**src/rtl/pec_pkg.sv**
```systemverilog
// Shared constants, codes and handshake structs for the probe conditioner.
package pec_pkg;

    localparam int RAW_BITS_DEF  = 12;
    localparam int FRAC_BITS_DEF = 16;

    // item modes
    localparam logic [2:0] MODE_SAMPLE = 3'd0;
    localparam logic [2:0] MODE_ZERO   = 3'd1;
    localparam logic [2:0] MODE_LOW    = 3'd2;
    localparam logic [2:0] MODE_HIGH   = 3'd3;
    localparam logic [2:0] MODE_CLEAR  = 3'd4;

    // cal_status codes
    localparam logic [1:0] STAT_NONE = 2'd0;
    localparam logic [1:0] STAT_OK   = 2'd1;
    localparam logic [1:0] STAT_REJ  = 2'd2;

    typedef struct packed {
        logic start;
        logic long_run;
    } t_div_req;

    typedef struct packed {
        logic done;
        logic ovf;
    } t_div_rsp;

endpackage

```
**src/rtl/probe_ewma_two_point_calibration_top.sv**
```systemverilog
// Two-channel probe conditioner: ADC to volts, EWMA smoothing, two-point calibration.
// One item is taken at a time and gives one result item. A sample item runs two
// bit-serial divisions (ADC count to volts, then the 0.1/0.9 average) and one
// bit-serial multiply for the calibrated reading. A slope item runs one long division of
// FRAC_BITS+7 quotient bits and the multiply. Zero point, clear and rejected items only
// run the multiply. The divider and the multiplier each retire one bit per cycle. A
// finished result waits in the output register while the next item is taken. No
// clearing pass after reset; the configuration port always accepts writes.
module probe_ewma_two_point_calibration_top #(
    parameter int RAW_BITS  = pec_pkg::RAW_BITS_DEF,
    parameter int FRAC_BITS = pec_pkg::FRAC_BITS_DEF
) (
    input  logic                                      i_clk,
    input  logic                                      i_rst_n,
    input  logic                                      s_axis_tvalid,
    output logic                                      s_axis_tready,
    input  logic [((RAW_BITS+7)/8)*8-1:0]             s_axis_tdata,  // raw_sample
    input  logic [3:0]                                s_axis_tuser,  // mode, channel
    output logic                                      m_axis_tvalid,
    input  logic                                      m_axis_tready,
    output logic [((FRAC_BITS+9+7)/8)*8-1:0]          m_axis_tdata,  // reading
    output logic [2:0]                                m_axis_tuser,  // reading_channel, cal_status
    input  logic                                      i_cfg_valid,
    output logic                                      o_cfg_ready,
    input  logic [FRAC_BITS+1:0]                      i_cfg_data     // min_cal_span
);

    localparam int VW     = FRAC_BITS + 2;
    localparam int GW     = FRAC_BITS + 7;
    localparam int OW     = FRAC_BITS + 9;
    localparam int DBW    = FRAC_BITS + 3;
    localparam int QW     = GW;
    localparam int PW     = GW + DBW;
    localparam int SW     = FRAC_BITS + 11;
    localparam int RW     = FRAC_BITS + 12;
    localparam int NINE_W = FRAC_BITS + 6;
    localparam int ODW    = ((OW + 7) / 8) * 8;
    localparam int DW     = (RAW_BITS + 4 > FRAC_BITS + 9) ? RAW_BITS + 4 : FRAC_BITS + 9;
    localparam int NW     = (RAW_BITS + FRAC_BITS + 6 > 2 * FRAC_BITS + 8) ?
                            RAW_BITS + FRAC_BITS + 6 : 2 * FRAC_BITS + 8;

    localparam logic [VW-1:0] PH_B_RST =
        VW'(((64'd165 << FRAC_BITS) + 64'd50) / 64'd100);
    localparam logic [GW-1:0] PH_G_RST =
        GW'(64'd0 - (((64'd57 << FRAC_BITS) + 64'd5) / 64'd10));
    localparam logic [GW-1:0] EC_G_RST =
        GW'(((64'd3 << FRAC_BITS) + 64'd1) / 64'd2);
    localparam logic [VW-1:0] SPAN_RST =
        VW'(((64'd5 << FRAC_BITS) + 64'd50) / 64'd100);
    localparam logic [63:0]   VDEN     = 64'd10 * ((64'd1 << RAW_BITS) - 64'd1);
    localparam logic [NW-1:0] VHALF    = NW'(VDEN / 64'd2);
    localparam logic [NW-1:0] CNUM_PH  = NW'(64'd3 << (2 * FRAC_BITS));
    localparam logic [NW-1:0] CNUM_EC  = NW'(64'd141 << (2 * FRAC_BITS));
    localparam logic [QW-1:0] CAP_POS  = QW'((64'd1 << (GW - 1)) - 64'd1);
    localparam logic [QW-1:0] CAP_NEG  = QW'(64'd1 << (GW - 1));
    localparam logic [PW:0]   HALF     = (PW + 1)'(64'd1 << (FRAC_BITS - 1));
    localparam logic signed [RW-1:0] SEVEN_R = RW'(64'd7 << FRAC_BITS);
    localparam logic signed [RW-1:0] OMAX_R  = RW'((64'd1 << (OW - 1)) - 64'd1);
    localparam logic signed [RW-1:0] OMIN_R  = ~OMAX_R;

    typedef enum logic [8:0] {
        S_IDLE   = 9'b000000001,
        S_DECODE = 9'b000000010,
        S_SLDEN  = 9'b000000100,
        S_SLNUM  = 9'b000001000,
        S_DSTART = 9'b000010000,
        S_DWAIT  = 9'b000100000,
        S_EVAL   = 9'b001000000,
        S_MWAIT  = 9'b010000000,
        S_FIN    = 9'b100000000
    } t_state;

    typedef enum logic [1:0] {
        JOB_VOLT  = 2'd0,
        JOB_EWMA  = 2'd1,
        JOB_SLOPE = 2'd2
    } t_job;

    t_state r_state, n_state;
    t_job   r_job, n_job;

    logic                r_oval, n_oval;
    logic [VW-1:0]       r_span, n_span;
    logic [VW-1:0]       r_ph_s, n_ph_s, r_ec_s, n_ec_s;
    logic [VW-1:0]       r_ph_b, n_ph_b, r_ec_b, n_ec_b;
    logic [GW-1:0]       r_ph_g, n_ph_g, r_ec_g, n_ec_g;

    logic [2:0]          r_mode, n_mode;
    logic                r_ch, n_ch;
    logic [RAW_BITS-1:0] r_raw, n_raw;
    logic [NW-1:0]       r_num, n_num;
    logic [DW-1:0]       r_den, n_den;
    logic                r_long, n_long;
    logic [NINE_W-1:0]   r_nine, n_nine;
    logic [VW-1:0]       r_mag, n_mag;
    logic                r_dneg, n_dneg;
    logic [1:0]          r_stat, n_stat;
    logic signed [SW-1:0] r_sh, n_sh;
    logic [OW-1:0]       r_odata, n_odata;
    logic [1:0]          r_ostat, n_ostat;
    logic                r_och, n_och;

    logic [VW-1:0]        w_s, w_b;
    logic [GW-1:0]        w_g;
    logic signed [DBW-1:0] w_dif, w_ndif;
    logic [VW-1:0]        w_mag;
    logic                 w_span_ok;
    logic                 w_negres;
    logic [QW-1:0]        w_cap, w_magq, w_gnew;
    logic [PW:0]          w_t;
    logic signed [RW-1:0] w_shx, w_rd;
    logic [OW-1:0]        w_out;
    logic                 w_out_free;

    pec_pkg::t_div_req    w_div_req;
    pec_pkg::t_div_rsp    w_div_rsp;
    logic [QW-1:0]        w_quo;
    logic                 w_mul_done;
    logic signed [PW-1:0] w_prod;

    pec_div #(
        .NW (NW),
        .DW (DW),
        .QW (QW),
        .QS (VW)
    ) u_div (
        .i_clk   (i_clk),
        .i_rst_n (i_rst_n),
        .i_req   (w_div_req),
        .i_num   (r_num),
        .i_den   (r_den),
        .o_rsp   (w_div_rsp),
        .o_quo   (w_quo)
    );

    pec_mul #(
        .AW (GW),
        .BW (DBW)
    ) u_mul (
        .i_clk   (i_clk),
        .i_rst_n (i_rst_n),
        .i_start (r_state == S_EVAL),
        .i_a     (w_g),
        .i_b     (w_dif),
        .o_done  (w_mul_done),
        .o_prod  (w_prod)
    );

    assign w_div_req.start    = (r_state == S_DSTART);
    assign w_div_req.long_run = r_long;

    always_comb begin
        w_s       = r_ch ? r_ec_s : r_ph_s;
        w_b       = r_ch ? r_ec_b : r_ph_b;
        w_g       = r_ch ? r_ec_g : r_ph_g;
        w_dif     = $signed({1'b0, w_s}) - $signed({1'b0, w_b});
        w_ndif    = -w_dif;
        w_mag     = w_dif[DBW-1] ? w_ndif[VW-1:0] : w_dif[VW-1:0];
        // EC takes only a high point above its offset
        w_span_ok = (w_mag > r_span) &&
                    (!r_ch || (r_mode == pec_pkg::MODE_HIGH && !w_dif[DBW-1]));

        // slope sign and saturation limit; high point below offset may reach -2^(GW-1)
        w_negres = r_dneg ^ (r_mode == pec_pkg::MODE_LOW);
        w_cap    = (r_mode == pec_pkg::MODE_HIGH && r_dneg) ? CAP_NEG : CAP_POS;
        w_magq   = (w_div_rsp.ovf || w_quo > w_cap) ? w_cap : w_quo;
        w_gnew   = w_negres ? (QW'(0) - w_magq) : w_magq;

        // round half up, then floor shift
        w_t      = {w_prod[PW-1], w_prod} + HALF;

        w_shx    = {{(RW - SW){r_sh[SW-1]}}, r_sh};
        if (r_ch) begin
            w_rd = r_sh[SW-1] ? '0 : w_shx;
        end else begin
            w_rd = w_shx + SEVEN_R;
        end
        if (w_rd > OMAX_R) begin
            w_out = OMAX_R[OW-1:0];
        end else if (w_rd < OMIN_R) begin
            w_out = OMIN_R[OW-1:0];
        end else begin
            w_out = w_rd[OW-1:0];
        end
        w_out_free = !r_oval || m_axis_tready;
    end

    always_comb begin
        n_state = r_state;
        n_job   = r_job;
        n_oval  = r_oval && !m_axis_tready;
        n_span  = i_cfg_valid ? i_cfg_data : r_span;
        n_ph_s  = r_ph_s;
        n_ec_s  = r_ec_s;
        n_ph_b  = r_ph_b;
        n_ec_b  = r_ec_b;
        n_ph_g  = r_ph_g;
        n_ec_g  = r_ec_g;
        n_mode  = r_mode;
        n_ch    = r_ch;
        n_raw   = r_raw;
        n_num   = r_num;
        n_den   = r_den;
        n_long  = r_long;
        n_nine  = r_nine;
        n_mag   = r_mag;
        n_dneg  = r_dneg;
        n_stat  = r_stat;
        n_sh    = r_sh;
        n_odata = r_odata;
        n_ostat = r_ostat;
        n_och   = r_och;

        case (r_state)
            S_IDLE: begin
                if (s_axis_tvalid) begin
                    n_mode  = s_axis_tuser[2:0];
                    n_ch    = s_axis_tuser[3];
                    n_raw   = s_axis_tdata[RAW_BITS-1:0];
                    n_state = S_DECODE;
                end
            end
            S_DECODE: begin
                n_stat  = pec_pkg::STAT_REJ;
                n_state = S_EVAL;
                case (r_mode)
                    pec_pkg::MODE_SAMPLE: begin
                        // count*33*2^F/(10*(2^A-1)), rounded
                        n_num   = (((NW'(r_raw) << 5) + NW'(r_raw)) << FRAC_BITS) + VHALF;
                        n_den   = DW'(VDEN);
                        n_long  = 1'b0;
                        n_nine  = (NINE_W'(w_s) << 3) + NINE_W'(w_s);
                        n_job   = JOB_VOLT;
                        n_stat  = pec_pkg::STAT_NONE;
                        n_state = S_DSTART;
                    end
                    pec_pkg::MODE_ZERO: begin
                        if (r_ch) begin
                            n_ec_b = r_ec_s;
                        end else begin
                            n_ph_b = r_ph_s;
                        end
                        n_stat = pec_pkg::STAT_OK;
                    end
                    pec_pkg::MODE_LOW, pec_pkg::MODE_HIGH: begin
                        n_mag  = w_mag;
                        n_dneg = w_dif[DBW-1];
                        if (w_span_ok) begin
                            n_state = S_SLDEN;
                        end
                    end
                    pec_pkg::MODE_CLEAR: begin
                        if (r_ch) begin
                            n_ec_b = '0;
                            n_ec_g = EC_G_RST;
                        end else begin
                            n_ph_b = PH_B_RST;
                            n_ph_g = PH_G_RST;
                        end
                        n_stat = pec_pkg::STAT_OK;
                    end
                    default: begin
                        n_stat = pec_pkg::STAT_REJ;
                    end
                endcase
            end
            S_SLDEN: begin
                // EC divides 1.41 by the span, done as 141/(100*span)
                if (r_ch) begin
                    n_den = (DW'(r_mag) << 6) + (DW'(r_mag) << 5) + (DW'(r_mag) << 2);
                end else begin
                    n_den = DW'(r_mag);
                end
                n_state = S_SLNUM;
            end
            S_SLNUM: begin
                n_num   = (r_ch ? CNUM_EC : CNUM_PH) + NW'(r_den >> 1);
                n_long  = 1'b1;
                n_job   = JOB_SLOPE;
                n_state = S_DSTART;
            end
            S_DSTART: begin
                n_state = S_DWAIT;
            end
            S_DWAIT: begin
                if (w_div_rsp.done) begin
                    case (r_job)
                        JOB_VOLT: begin
                            n_num   = NW'(w_quo[VW-1:0]) + NW'(r_nine) + NW'(5);
                            n_den   = DW'(10);
                            n_long  = 1'b0;
                            n_job   = JOB_EWMA;
                            n_state = S_DSTART;
                        end
                        JOB_EWMA: begin
                            if (r_ch) begin
                                n_ec_s = w_quo[VW-1:0];
                            end else begin
                                n_ph_s = w_quo[VW-1:0];
                            end
                            n_state = S_EVAL;
                        end
                        JOB_SLOPE: begin
                            if (r_ch) begin
                                n_ec_g = w_gnew;
                            end else begin
                                n_ph_g = w_gnew;
                            end
                            n_stat  = pec_pkg::STAT_OK;
                            n_state = S_EVAL;
                        end
                        default: begin
                            n_state = S_EVAL;
                        end
                    endcase
                end
            end
            S_EVAL: begin
                n_state = S_MWAIT;
            end
            S_MWAIT: begin
                if (w_mul_done) begin
                    n_sh    = w_t[PW:FRAC_BITS];
                    n_state = S_FIN;
                end
            end
            S_FIN: begin
                if (w_out_free) begin
                    n_oval  = 1'b1;
                    n_odata = w_out;
                    n_ostat = r_stat;
                    n_och   = r_ch;
                    n_state = S_IDLE;
                end
            end
            default: begin
                n_state = S_IDLE;
            end
        endcase
    end

    always_ff @(posedge i_clk) begin
        if (!i_rst_n) begin
            r_state <= S_IDLE;
            r_oval  <= 1'b0;
            r_span  <= SPAN_RST;
            r_ph_s  <= PH_B_RST;
            r_ec_s  <= '0;
            r_ph_b  <= PH_B_RST;
            r_ec_b  <= '0;
            r_ph_g  <= PH_G_RST;
            r_ec_g  <= EC_G_RST;
        end else begin
            r_state <= n_state;
            r_oval  <= n_oval;
            r_span  <= n_span;
            r_ph_s  <= n_ph_s;
            r_ec_s  <= n_ec_s;
            r_ph_b  <= n_ph_b;
            r_ec_b  <= n_ec_b;
            r_ph_g  <= n_ph_g;
            r_ec_g  <= n_ec_g;
        end
    end

    always_ff @(posedge i_clk) begin
        r_job   <= n_job;
        r_mode  <= n_mode;
        r_ch    <= n_ch;
        r_raw   <= n_raw;
        r_num   <= n_num;
        r_den   <= n_den;
        r_long  <= n_long;
        r_nine  <= n_nine;
        r_mag   <= n_mag;
        r_dneg  <= n_dneg;
        r_stat  <= n_stat;
        r_sh    <= n_sh;
        r_odata <= n_odata;
        r_ostat <= n_ostat;
        r_och   <= n_och;
    end

    assign s_axis_tready = (r_state == S_IDLE);
    assign m_axis_tvalid = r_oval;
    assign m_axis_tdata  = ODW'(r_odata);
    assign m_axis_tuser  = {r_ostat, r_och};
    assign o_cfg_ready   = 1'b1;

endmodule

```
**src/rtl/pec_div.sv**
```systemverilog
// Restoring divider, one quotient bit per cycle, short or long quotient length.
module pec_div #(
    parameter int NW = 40,
    parameter int DW = 25,
    parameter int QW = 23,
    parameter int QS = 18
) (
    input  logic              i_clk,
    input  logic              i_rst_n,
    input  pec_pkg::t_div_req i_req,
    input  logic [NW-1:0]     i_num,
    input  logic [DW-1:0]     i_den,
    output pec_pkg::t_div_rsp o_rsp,
    output logic [QW-1:0]     o_quo
);

    localparam int CW = $clog2(QW + 1);

    logic          r_busy, n_busy;
    logic          r_done, n_done;
    logic          r_ovf, n_ovf;
    logic [CW-1:0] r_cnt, n_cnt;
    logic [DW-1:0] r_rem, n_rem;
    logic [DW-1:0] r_den, n_den;
    logic [QW-1:0] r_num, n_num;
    logic [QW-1:0] r_quo, n_quo;
    logic [NW-1:0] w_hi;
    logic [DW:0]   w_part;
    logic [DW:0]   w_trial;

    always_comb begin
        // upper numerator part is below the divisor unless the quotient overflows
        w_hi    = i_req.long_run ? (i_num >> QW) : (i_num >> QS);
        w_part  = {r_rem, r_num[QW-1]};
        w_trial = w_part - {1'b0, r_den};
        n_busy  = r_busy;
        n_done  = 1'b0;
        n_ovf   = r_ovf;
        n_cnt   = r_cnt;
        n_rem   = r_rem;
        n_den   = r_den;
        n_num   = r_num;
        n_quo   = r_quo;
        if (i_req.start) begin
            n_busy = 1'b1;
            n_ovf  = (w_hi >= NW'(i_den));
            n_rem  = w_hi[DW-1:0];
            n_den  = i_den;
            n_num  = i_req.long_run ? i_num[QW-1:0] : (QW'(i_num[QS-1:0]) << (QW - QS));
            n_quo  = '0;
            n_cnt  = i_req.long_run ? CW'(QW) : CW'(QS);
        end else if (r_busy) begin
            n_rem = w_trial[DW] ? w_part[DW-1:0] : w_trial[DW-1:0];
            n_quo = {r_quo[QW-2:0], ~w_trial[DW]};
            n_num = r_num << 1;
            n_cnt = r_cnt - CW'(1);
            if (r_cnt == CW'(1)) begin
                n_busy = 1'b0;
                n_done = 1'b1;
            end
        end
    end

    always_ff @(posedge i_clk) begin
        if (!i_rst_n) begin
            r_busy <= 1'b0;
            r_done <= 1'b0;
        end else begin
            r_busy <= n_busy;
            r_done <= n_done;
        end
    end

    always_ff @(posedge i_clk) begin
        r_ovf <= n_ovf;
        r_cnt <= n_cnt;
        r_rem <= n_rem;
        r_den <= n_den;
        r_num <= n_num;
        r_quo <= n_quo;
    end

    assign o_rsp.done = r_done;
    assign o_rsp.ovf  = r_ovf;
    assign o_quo      = r_quo;

endmodule

```
**src/rtl/pec_mul.sv**
```systemverilog
// Signed shift-add multiplier, one multiplier bit per cycle, LSB first.
module pec_mul #(
    parameter int AW = 23,
    parameter int BW = 19
) (
    input  logic                    i_clk,
    input  logic                    i_rst_n,
    input  logic                    i_start,
    input  logic signed [AW-1:0]    i_a,
    input  logic signed [BW-1:0]    i_b,
    output logic                    o_done,
    output logic signed [AW+BW-1:0] o_prod
);

    localparam int CW = $clog2(BW + 1);

    logic                 r_busy, n_busy;
    logic                 r_done, n_done;
    logic [CW-1:0]        r_cnt, n_cnt;
    logic signed [AW-1:0] r_a, n_a;
    logic signed [AW+1:0] r_acc, n_acc;
    logic [BW-1:0]        r_b, n_b;
    logic signed [AW+1:0] w_aext;
    logic signed [AW+1:0] w_add;
    logic signed [AW+1:0] w_sum;

    always_comb begin
        w_aext = {{2{r_a[AW-1]}}, r_a};
        // the sign bit of the multiplier weighs negative
        if (!r_b[0]) begin
            w_add = '0;
        end else if (r_cnt == CW'(1)) begin
            w_add = -w_aext;
        end else begin
            w_add = w_aext;
        end
        w_sum  = r_acc + w_add;
        n_busy = r_busy;
        n_done = 1'b0;
        n_cnt  = r_cnt;
        n_a    = r_a;
        n_acc  = r_acc;
        n_b    = r_b;
        if (i_start) begin
            n_busy = 1'b1;
            n_cnt  = CW'(BW);
            n_a    = i_a;
            n_acc  = '0;
            n_b    = i_b;
        end else if (r_busy) begin
            n_acc = w_sum >>> 1;
            n_b   = {w_sum[0], r_b[BW-1:1]};
            n_cnt = r_cnt - CW'(1);
            if (r_cnt == CW'(1)) begin
                n_busy = 1'b0;
                n_done = 1'b1;
            end
        end
    end

    always_ff @(posedge i_clk) begin
        if (!i_rst_n) begin
            r_busy <= 1'b0;
            r_done <= 1'b0;
        end else begin
            r_busy <= n_busy;
            r_done <= n_done;
        end
    end

    always_ff @(posedge i_clk) begin
        r_cnt <= n_cnt;
        r_a   <= n_a;
        r_acc <= n_acc;
        r_b   <= n_b;
    end

    assign o_done = r_done;
    assign o_prod = {r_acc[AW-1:0], r_b};

endmodule

```
**config.mk**
```make
export PLATFORM = sky130hd
export DESIGN_NAME = probe_ewma_two_point_calibration_top
export DESIGN_NICKNAME = d
export VERILOG_FILES = /design/src/rtl/pec_pkg.sv /design/src/rtl/probe_ewma_two_point_calibration_top.sv /design/src/rtl/pec_div.sv /design/src/rtl/pec_mul.sv
export SDC_FILE = /design/constraint.sdc
export NUM_CORES = 1
export LEC_CHECK = 0
export BUFFER_PORTS_ARGS = -buffer_cell sky130_fd_sc_hd__buf_4
export CAP_MARGIN = 20
export CORE_MARGIN = 4
export CORE_UTILIZATION = 45
export CTS_CLUSTER_DIAMETER = 150
export DETAILED_ROUTE_END_ITERATION = 12
export PLACE_DENSITY = 0.58
export REMOVE_ABC_BUFFERS = 1
export SLEW_MARGIN = 20
export SYNTH_ARGS = -nofsm -noshare
export SYNTH_HDL_FRONTEND = slang
export SYNTH_SLANG_ARGS = --single-unit
```
**constraint.sdc**
```tcl
create_clock -name i_clk -period 19.7 [get_ports i_clk]
set_clock_uncertainty 0.05 [all_clocks]
set_input_delay 2.955 -clock i_clk [delete_from_list [all_inputs] [get_ports i_clk]]
set_output_delay 2.955 -clock i_clk [all_outputs]
set_load 0.05 [all_outputs]
```
Yosys cells after proc, flatten, opt, wreduce, memory -nomap -nowiden --
Cells that the tools add are included.
Operators by class: bitwise operators 6, add/subtract/negate cells 18, reductions and logical operators 38, mux-type cells 82, equal/unequal tests 33, $lt $le $gt $ge 5
Operator list (number):
- $mux W23 | 17
- $mux W25 | 10
- $mux W40 | 4
- $mux W18 | 7
- $pmux W40 S3 | 1
- $pmux W23 S2 | 2
- $pmux W9 S9 | 1
- $pmux W25 S3 | 1
- $pmux W18 S2 | 2
- $add A42 B17 Y43 const B | 1
- $add A40 B24 Y40 | 1
- $ge A40 B25 Y1 | 1
- $mux W19 | 2
- $mux W9 | 4
- $add A34 B15 Y35 const B | 1
- $add A27 B20 Y28 const B | 1
- $gt A28 B25 Y1 const B | 1
- $lt A28 B25 Y1 const B | 1
- $mux W28 | 1
- $reduce_and A4 Y1 | 7
- $mux W26 | 1
- $sub A26 B25 Y26 | 1
- $add A24 B23 Y25 | 1
- $add A24 B25 Y25 | 1
- 53 further kinds | 112
Storage, ports and cells: flip-flop bits (word level) 505, output and inout bits 38, input port bits 43, word-level logic and storage cells 220

Longest topological paths before layout --
Gate-level depths: netlist of run 1.
depth in word-level cells 12, depth in mapped cells 28, mapped depth without buffers 23

Cells and area by module --
A second synthesis of run 1 with hierarchy kept.
Second synthesis, totals: cells, all modules 3078, area total of the unflattened synthesis 30312.8 sq um
Modules (own cells, without submodules):
- probe_ewma_two_point_calibration_top | times used 1, sequential area each 8237.9 sq um, area each 19064.5 sq um, cells each 1952
- pec_div | times used 1, sequential area each 2872.8 sq um, area each 6376.1 sq um, cells each 616
- pec_mul | times used 1, sequential area each 1881.8 sq um, area each 4872.2 sq um, cells each 510

Worst setup path after synthesis of run 1 --
No wires, ideal clock.
kind reg2reg, from register r_ch, to register r_state[6], path buffers 5, clock period less this slack 6.178 ns, setup time 0.070 ns, arrival time 6.058 ns, stages on the path, launching flop included 28, data required time 19.580 ns, setup slack 13.522 ns, path through edfxtp_1 > buf_1 > clkbuf_1 > clkbuf_1 > mux2_2 > ha_1 > nor2b_1 > o31a_1 > o221a_2 > o311ai_1 > a31oi_1 > a31o_2 > clkbuf_1 > inv_1 > buf_2 > nand2_1 > xnor2_1 > ha_1 > a21o_1 > a21o_1 > a221oi_1 > o21ai_0 > a221oi_1 > nor2_1 > nor4_1 > a2111oi_0 > or3_1 > a21oi_1
On the way: elaborated cells on any way between the ends 14, those cells by class add/sub (2); order compare (1); mux (6); reduce/logical (5)
RTL lines:
- start, declared | line probe_ewma_two_point_calibration_top.sv:89 | logic r_ch, n_ch;
- start signal, assigned | line probe_ewma_two_point_calibration_top.sv:369 | r_ch <= n_ch;
- $mux W18 | line probe_ewma_two_point_calibration_top.sv:153 | w_s = r_ch ? r_ec_s : r_ph_s;
- net w_s[2] | line probe_ewma_two_point_calibration_top.sv:103 | logic [VW-1:0] w_s, w_b;
- $sub A18 B18 Y19 | line probe_ewma_two_point_calibration_top.sv:156 | w_dif = $signed({1'b0, w_s}) - $signed({1'b0, w_b});
- net u_mul.i_b[18] | line pec_mul.sv:10 | input logic signed [BW-1:0] i_b,
- $mux W18 | line probe_ewma_two_point_calibration_top.sv:158 | w_mag = w_dif[DBW-1] ? w_ndif[VW-1:0] : w_dif[VW-1:0];
- net w_mag[3] | line probe_ewma_two_point_calibration_top.sv:106 | logic [VW-1:0] w_mag;
- $gt A18 B18 Y1 | line probe_ewma_two_point_calibration_top.sv:160 | w_span_ok = (w_mag > r_span) &&
- $logic_and A1 B1 Y1 | line probe_ewma_two_point_calibration_top.sv:160
- $mux W7 | line probe_ewma_two_point_calibration_top.sv:248 | if (w_span_ok) begin
- $pmux W7 S2 | line probe_ewma_two_point_calibration_top.sv:226 | case (r_mode)
- $pmux W9 S9 | line probe_ewma_two_point_calibration_top.sv:214 | case (r_state)
- end signal, assigned | line probe_ewma_two_point_calibration_top.sv:354 | r_state <= n_state;
- end, declared | line probe_ewma_two_point_calibration_top.sv:79 | t_state r_state, n_state;
The timed path passes the listed nets, and every way through them passes these cells. A chain may end at the register's enable or synchronous reset.

Final worst setup path of run 1 --
from register r_ch, to register r_state[6]
On the way: longest elaborated chain between the ends 9, elaborated cells on any way between the ends 14, those cells by class add/sub (2); order compare (1); mux (6); reduce/logical (5)
RTL lines:
- $mux W18 (*) | line probe_ewma_two_point_calibration_top.sv:153
- net w_s[2] | line probe_ewma_two_point_calibration_top.sv:103
- $sub A18 B18 Y19 (*) | line probe_ewma_two_point_calibration_top.sv:156
- $neg A18 Y18 | line probe_ewma_two_point_calibration_top.sv:157 | w_ndif = -w_dif;
- $mux W18 (*) | line probe_ewma_two_point_calibration_top.sv:158
- net w_mag[3] | line probe_ewma_two_point_calibration_top.sv:106
- $gt A18 B18 Y1 (*) | line probe_ewma_two_point_calibration_top.sv:160
- $logic_and A1 B1 Y1 (*) | line probe_ewma_two_point_calibration_top.sv:160
- $mux W7 (*) | line probe_ewma_two_point_calibration_top.sv:248
- $pmux W7 S2 (*) | line probe_ewma_two_point_calibration_top.sv:226
- $pmux W9 S9 (*) | line probe_ewma_two_point_calibration_top.sv:214
The timed path passes the listed nets; every way through them passes the cells marked *.

==> summary.md, run 1 <==
| Metric | Value |
|---|---|
| Status | completed |
| Layout cells sized above 1 | 0.0938 |
| Delay-heaviest family, CP | compound AO/OA/AOI/OAI gates |
| Boundary pin count | 81 |
| Worst-Margin Slew | 1.06 ns |
| Maximum fanout along the worst path | 43 |
| Max-Cap Viols | 0 |
| Clk buf depth | 3 |
| I/O Buffers | 68 |
| Residual DRC | 0 |
| Layout net count | 3,359 |
| Clock sinks | 499 |
| Worst-path clk slew | 0.06 ns |
| Post-layout min period | 7.35 ns |
| Std cell rows | 94 |
| FMAX | 0.136 GHz |
| Seq cells post-synth | 499 |
| Post-synth ARST share | 0 |
| Commonest non-fill, non-tap cells in the layout | 344 x nand2_1, 297 x edfxtp_1, 217 x ha_1 |
| Initial antenna violation count | 2 |
| Die width | 266 µm |
| Cts repair resizes | 0 |
| Lkg Pwr | 13.4 nW |
| Top_reg_cell synth | edfxtp_1 |
| EDFF count, synth | 297 |
| CTS tree | yes |
| Starting Density | 0.454 |
| Slew HR | 0.294 |
| Setup CP Type | reg -> reg |
| Cells after Synth | 3,050 |
| Setup_tns | 0 ns |
| Final Hold Fails | 0 |
| DP HPWL | 56,400 µm |
| Vias in the first global route | 21.6k |
| Drt first pass iters | 6 |
| RSZ-0062 raised after global routing | no |
| Total gr overflow | 0 |
| Min-Delay Path Class | reg -> reg |
| Max stage delay on crit path | 0.89 ns |
| Routed via count | 22.2k |
| GRT Resource Usage Total | 0.212 |
| DR iter-0 viols | 1,500 |
| # hold bufs at CTS | 0 |
| GP Congestion | 0.889 |
| PD cells | 98.7 nW/µm² |
| Root Buffer | clkbuf_16 |
| Core Box Area | 65,700 µm² |
| H-tree depth | 2 |
| Die H | 266 µm |
| Largest net degree at the start of global routing | 113 |
| Crit path capture type | flop |
| Ys Warns | 0 |
| Critical Path Start Type | flop |
| Min Hold Slack | 0.393 ns |
| Max VDD drop | 0.0705 mV |
| Via-to-Cell Ratio | 5.57 |
| Cells along the critical path | buf_4, mux2_2, ha_1, nor2b_1, o31a_1, o221a_2, o311ai_1, a31oi_1, a31o_2, inv_1, nand2_1, xnor2_1, ha_1, a21o_1, a21o_1, a221oi_1, o21ai_0, a221oi_1, nor2_1, nor4_1, a2111oi_1, buf_4, or3_1, a21oi_1 |
| Data arrival, critical path | 7.85 ns |
| Post-CTS Repair Setup Buffers | 0 |
| Syn-to-layout area delta | 10.7% |
| Die area | 70,600 µm² |
| CTS buffer count | 55 |
| WL final | 76,500 µm |
| Seq/Total Area, Yosys | 0.434 |
| Syn Area/Cell | 9.80 µm² |
| Slowest-stage cell, CP | edfxtp_1 |
| Number of routed nets with antenna violations | 0 |
| Clock Latency Late Sink | 0.62 ns |
| Cell Area, Synth | 29,900 µm² |
| First-pass GRT wire length | 121,000 µm |
| Slew Limit Fails | 0 |
| Wire length per cell | 19.2 µm |
| Most common cell after layout, fill and taps aside | nand2_1 |
| Fin crit share | 0.373 |
| Worst path required time | 20.20 ns |
| Final Setup Violations | 0 |
| WP buf/inv | 3 |
| Distinct cells, synth | 95 |
==> logic make-up (layout without fill, tap and decap cells) <==
family | after synthesis | after routing | synth area share
buffers and inverters | 281 | 350 | 0.0370
adder cells (fa/ha/maj) | 239 | 239 | 0.105
AO/OA/AOI/OAI | 712 | 712 | 0.155
other | 2 | 10 | 0.000251
flip-flops | 499 | 499 | 0.434
XOR/XNOR | 189 | 189 | 0.0554
multiplexers | 165 | 165 | 0.0575
AND/OR/NAND/NOR | 963 | 963 | 0.156
==> per-layer routing <==
metal	wire length (µm)	vias to the layer above	part of all wire	global-route usage
met1	36000	10500	0.47	0.300
met3	3390	131	0.044	0.0290
met2	34400	490	0.45	0.339
met5	0	-	0	0
met4	2760	0	0.036	0.0693
li1	-	11100	-	-
==> state kept, by name (all words and copies together), names as in the netlist, 19 cells and up <==
register     count
r_odata         25
u_mul.r_acc     24
u_div.o_quo     23
u_div.r_num     23
r_ph_g          23
u_div.r_den     25
r_nine          22
r_sh            27
r_ec_g          23
u_mul.r_a       23
r_num           35
u_div.r_rem     25
r_den           25
u_mul.r_b       19
==> report_power, final <==
group | internal [mW] | switching, mW | leakage (nW)
logic | 0.395 | 0.563 | 8.20
registers | 1.21 | 0.0789 | 4.29
clock network | 0.581 | 0.442 | 0.862
total | 2.18 | 1.08 | 13.4
==> final timing paths <==
path              start  slack (ns)          to  cells past startpoint
min          r_ec_g[17]        0.39  r_ec_g[17]                      2
max                r_ch       12.35  r_state[6]                     24
min reg2reg  r_ec_g[17]        0.39  r_ec_g[17]                      2
max reg2reg        r_ch       12.35  r_state[6]                     24
==> cells in the mapped netlist, types with 24 or more instances <==
master,count,share of area
a21boi_0,67,0.017
a21o_1,80,0.020
a21oi_1,157,0.026
and2_1,45,0.0094
clkbuf_1,106,0.013
dfxtp_1,202,0.14
edfxtp_1,297,0.30
ha_1,217,0.091
inv_1,143,0.018
mux2_2,52,0.020
mux2i_1,113,0.038
nand2_1,344,0.043
nand2b_1,30,0.0063
nand3_1,101,0.017
nand4_1,24,0.0050
nor2_1,198,0.025
nor2b_1,52,0.011
nor3_1,46,0.0077
o21a_1,24,0.0060
o21ai_0,190,0.032
xnor2_1,117,0.034
xor2_1,72,0.021
==> through the flow <==
step                      instance area (µm²)  utilization  worst slack (ns)  instances  total power, mW
after floorplan                         29300            -             12.47       2919             1.99
after global placement                  31200        0.475             12.29       3883             2.23
after detailed placement                31200        0.475             12.36       3883             2.25
after CTS                               33000        0.502             12.33       3987             3.29
after global routing                    33100        0.503             11.70       3989             3.46
final                                   33100        0.503             12.35       3991             3.26
==> tightest hold or removal path: stages (launching register included) <==
cell and delay (ns):
dfxtp_1 0.31, nand2_1 0.05, nand2_1 0.04
==> cell type report <==
type	instances	area [µm²]
Timing Repair Buffer	102	773
Multi-Input combinational cell	2276	15900
Fill cell	5879	32700
Clock buffer	69	1490
Sequential cell	499	13000
Clock inverter	35	314
Inverter	144	541
Tap cell	864	1080
Antenna cell	2	5.00
(Power assumes the default switching activity.)
==> run 2, diff against run 1 <==
- ABC_AREA: default -> 1
- clock period: 19.7 -> 7 ns (I/O delays scaled with it)
==> summary.md, run 2 <==
| Metric | Value |
|---|---|
| Clock sinks | 499 (unchanged) |
| Cell Area, Synth | 30,000 µm² (+0.36%) |
| Worst-path clk slew | 0.06 ns (about the same) |
| Commonest non-fill, non-tap cells in the layout | 756 x nand2_1, 440 x inv_1, 342 x a21oi_1 |
| Routed via count | 24.1k (+8.7%) |
| Fin worst setup slack | 1.35 ns (-11.00 ns) |
| Internal power | 6.65 mW (+200%) |
| Std cell rows | 94 (unchanged) |
| DR iter-0 viols | 1,754 (+17%) |
| Hold path depth | 0 (-2) |
| Wire length per cell | 17.1 µm (-11%) |
| Total gr overflow | 0 (unchanged) |
| Placed Instances | 4,497 (+16%) |
| EDFF count, synth | 297 (unchanged) |
| Via-to-Cell Ratio | 5.25 (-5.7%) |
| RSZ-0062 raised after global routing | no |
| Worst path required time | 7.40 ns (-12.80 ns) |
| Largest net degree at the start of global routing | 80 (-29%) |
| Most common cell in the netlist | nand2_1 |
| Seq cells post-synth | 499 (unchanged) |
| Worst reg-to-reg setup slack | 1.35 ns (-11.00 ns) |
| Top_reg_cell synth | edfxtp_1 |
| Max VDD drop | 0.259 mV (+270%) |
| Ys Warns | 0 (unchanged) |
| Critical Path Source | r_ch |
| Post-synth ARST share | 0 (unchanged) |
| Storage cell area | 13,000 µm² (unchanged) |
| # hold bufs at CTS | 0 (unchanged) |
| First-pass GRT wire length | 124,000 µm (+2.6%) |
| Hold Crit Endpoint | u_div.r_den[16] |
| DP HPWL | 58,500 µm (+3.7%) |
| Synth top area share | 0.297 (-0.00107) |
| Crit path capture type | flop |
| GP Congestion | 0.875 (-1.6%) |
| I/O Buffers | 68 (unchanged) |
| Multi-input gate area | 14,800 µm² (-6.8%) |
| Setup CP Type | reg -> reg |
| Worst r2r src | r_ch |
| Syn Area/Cell | 8.21 µm² (-16%) |
| HP Start | r_den[16] |
| GRT Resource Usage Total | 0.218 (+0.00546) |
| Slew Limit Fails | 0 (unchanged) |
| WL final | 78,500 µm (+2.6%) |
| CTS buffer count | 55 (unchanged) |
| Biggest regs | r_num x35, r_sh x27 |
| Root Buffer | clkbuf_16 |
| Status | completed |
| Die area | 70,800 µm² (+0.35%) |
| Sw Ratio | 0.392 (+0.0607) |
| Clock Latency Late Sink | 0.62 ns (about the same) |
| Die width | 266 µm (+0.18%) |
| Boundary pin count | 81 (unchanged) |
| Seq pwr share | 0.360 (-0.033) |
| Worst-Margin Slew | 1.11 ns (+0.0493 ns) |
| Maximum fanout along the worst path | 59 (+37%) |
| Vias in the first global route | 22.1k (+2.1%) |
| Die H | 266 µm (+0.18%) |
| Worst reg2reg path depth | 31 (+29%) |
| Critical Path Start Type | flop |
| Cts repair resizes | 0 (unchanged) |
| Final Hold Fails | 0 (unchanged) |
| # diodes | 0 (-2) |
| PD cells | 330 nW/µm² (+230%) |
| Cells after Synth | 3,654 (+20%) |
| Fill cell count | 6,396 (+8.8%) |
| Post-CTS Repair Setup Buffers | 0 (unchanged) |
| Slowest-stage cell, CP | o21ai_0 |
| Ranking of synthesized cells by area | edfxtp_1 30%, dfxtp_1 13%, nand2_1 9.5% |
| Top cell by count, worst path | nand2_1 |
| Number of routed nets with antenna violations | 0 (unchanged) |
| Max-Cap Viols | 0 (unchanged) |
| Layout net count | 3,972 (+18%) |
| Layout cells sized above 1 | 0.0747 (-0.0191) |
| Drt first pass iters | 6 (unchanged) |
| Seq/Total Area, Yosys | 0.432 (-0.00156) |
| Endpoint of the worst register-to-register path | r_state[6] |
| Clk buf depth | 3 (unchanged) |
| Core Box Area | 65,900 µm² (+0.18%) |
| NetSw | 4.29 mW (+300%) |
| Syn-to-layout area delta | 10.7% (about the same) |
| CTS tree | yes |
| Placement Setup Slack | 1.36 ns (-11.00 ns) |
| Clock Power Share | 0.269 (-0.044) |
| Distinct cells, synth | 59 (-38%) |
| Combinational Power Share | 0.371 (+0.078) |
| Slew HR | 0.259 (-0.0347) |
| Post-layout min period | 5.65 ns (-1.70 ns) |
| Lkg Pwr | 14.3 nW (+7.3%) |
| Final Non-Filler Cells | 4,601 (+15%) |
| Starting Density | 0.455 (+0.000822) |
| FMAX | 0.177 GHz (+30%) |
| Residual DRC | 0 (unchanged) |
| Commonest cells post-synth | 756 x nand2_1, 442 x inv_1, 343 x a21oi_1 |
| Fin crit share | 0.807 (+0.434) |
| Initial antenna violation count | 0 (-2) |
| Data arrival, critical path | 6.06 ns (-1.79 ns) |
| H-tree depth | 2 (unchanged) |
| Final Setup Violations | 0 (unchanged) |
| Yosys top cell by area | edfxtp_1 |
| Largest register FFs | 35 (unchanged) |
| Most flops, register | r_num |
| Max stage delay on crit path | 0.59 ns (-0.30 ns) |
| Most common cell after layout, fill and taps aside | nand2_1 |
| Min-Delay Path Class | reg -> reg |
| Tot Pwr | 10.9 mW (+240%) |
-- run 2: logic make-up after synthesis --
logic type / count (synthesis) / synth area share
AND/OR/NAND/NOR: 1330 / 0.190
buffers and inverters: 581 / 0.0762
XOR/XNOR: 126 / 0.0374
flip-flops: 499 / 0.432
adder cells (fa/ha/maj): 238 / 0.105
AO/OA/AOI/OAI: 878 / 0.160
other: 2 / 0.000250
-- run 2: how the worst max path moves through the flow --
stage	endpoint	slack, ns
finish	r_state[6]	1.35
detailed placement	r_state[6]	1.36
global placement	r_state[6]	1.33
global route	r_state[6]	0.71
CTS	r_state[6]	1.29
floorplan	r_state[6]	-0.11
-- run 2: worst max-delay path, delay by kind of cell, from the launching register on --
kind	cells	cell delay, ns
AO/OA/AOI/OAI	6	1.45
XOR/XNOR	2	0.33
adder cells (fa/ha/maj)	2	0.53
buffers and inverters	3	0.65
flip-flops	1	0.48
AND/OR/NAND/NOR	18	1.97
-- run 2: area by class of cell --
type,count,area share
repair buffers,99,0.0230
inverters,456,0.0516
flip-flops and latches,499,0.391
multi-input cells,2580,0.447
clock buffers,78,0.0487
clock inverters,25,0.00686
well taps,864,0.0326
-- run 2: power groups by stage --
stage                     clock network [mW]  registers [mW]  logic, mW
after global routing                    3.14            3.96       4.64
after detailed placement                   0            3.99       4.02
final                                   2.94            3.94       4.06
after CTS                               3.01            3.93       4.05
after global placement                     0            3.99       4.00
after floorplan                            0            3.81       2.99
-- run 2: per-layer routing --
metal | share of wire | up-vias | GRT usage
met5 | 0 | - | 0
li1 | - | 12500 | -
met4 | 0.021 | 0 | 0.0467
met1 | 0.49 | 11100 | 0.325
met3 | 0.054 | 92 | 0.0355
met2 | 0.43 | 521 | 0.334
-- run 2: through the flow --
stage          cell area (µm²)  hold slack, ns  setup TNS (ns)  utilization
3_3_place_gp             31300           0.382               0        0.475
6_report                 33200           0.394               0        0.504
4_1_cts                  33200           0.400               0        0.503
5_1_grt                  33200           0.407               0        0.504
2_1_floorplan            29400           0.350          -0.106            -
3_5_place_dp             31300           0.387               0        0.475
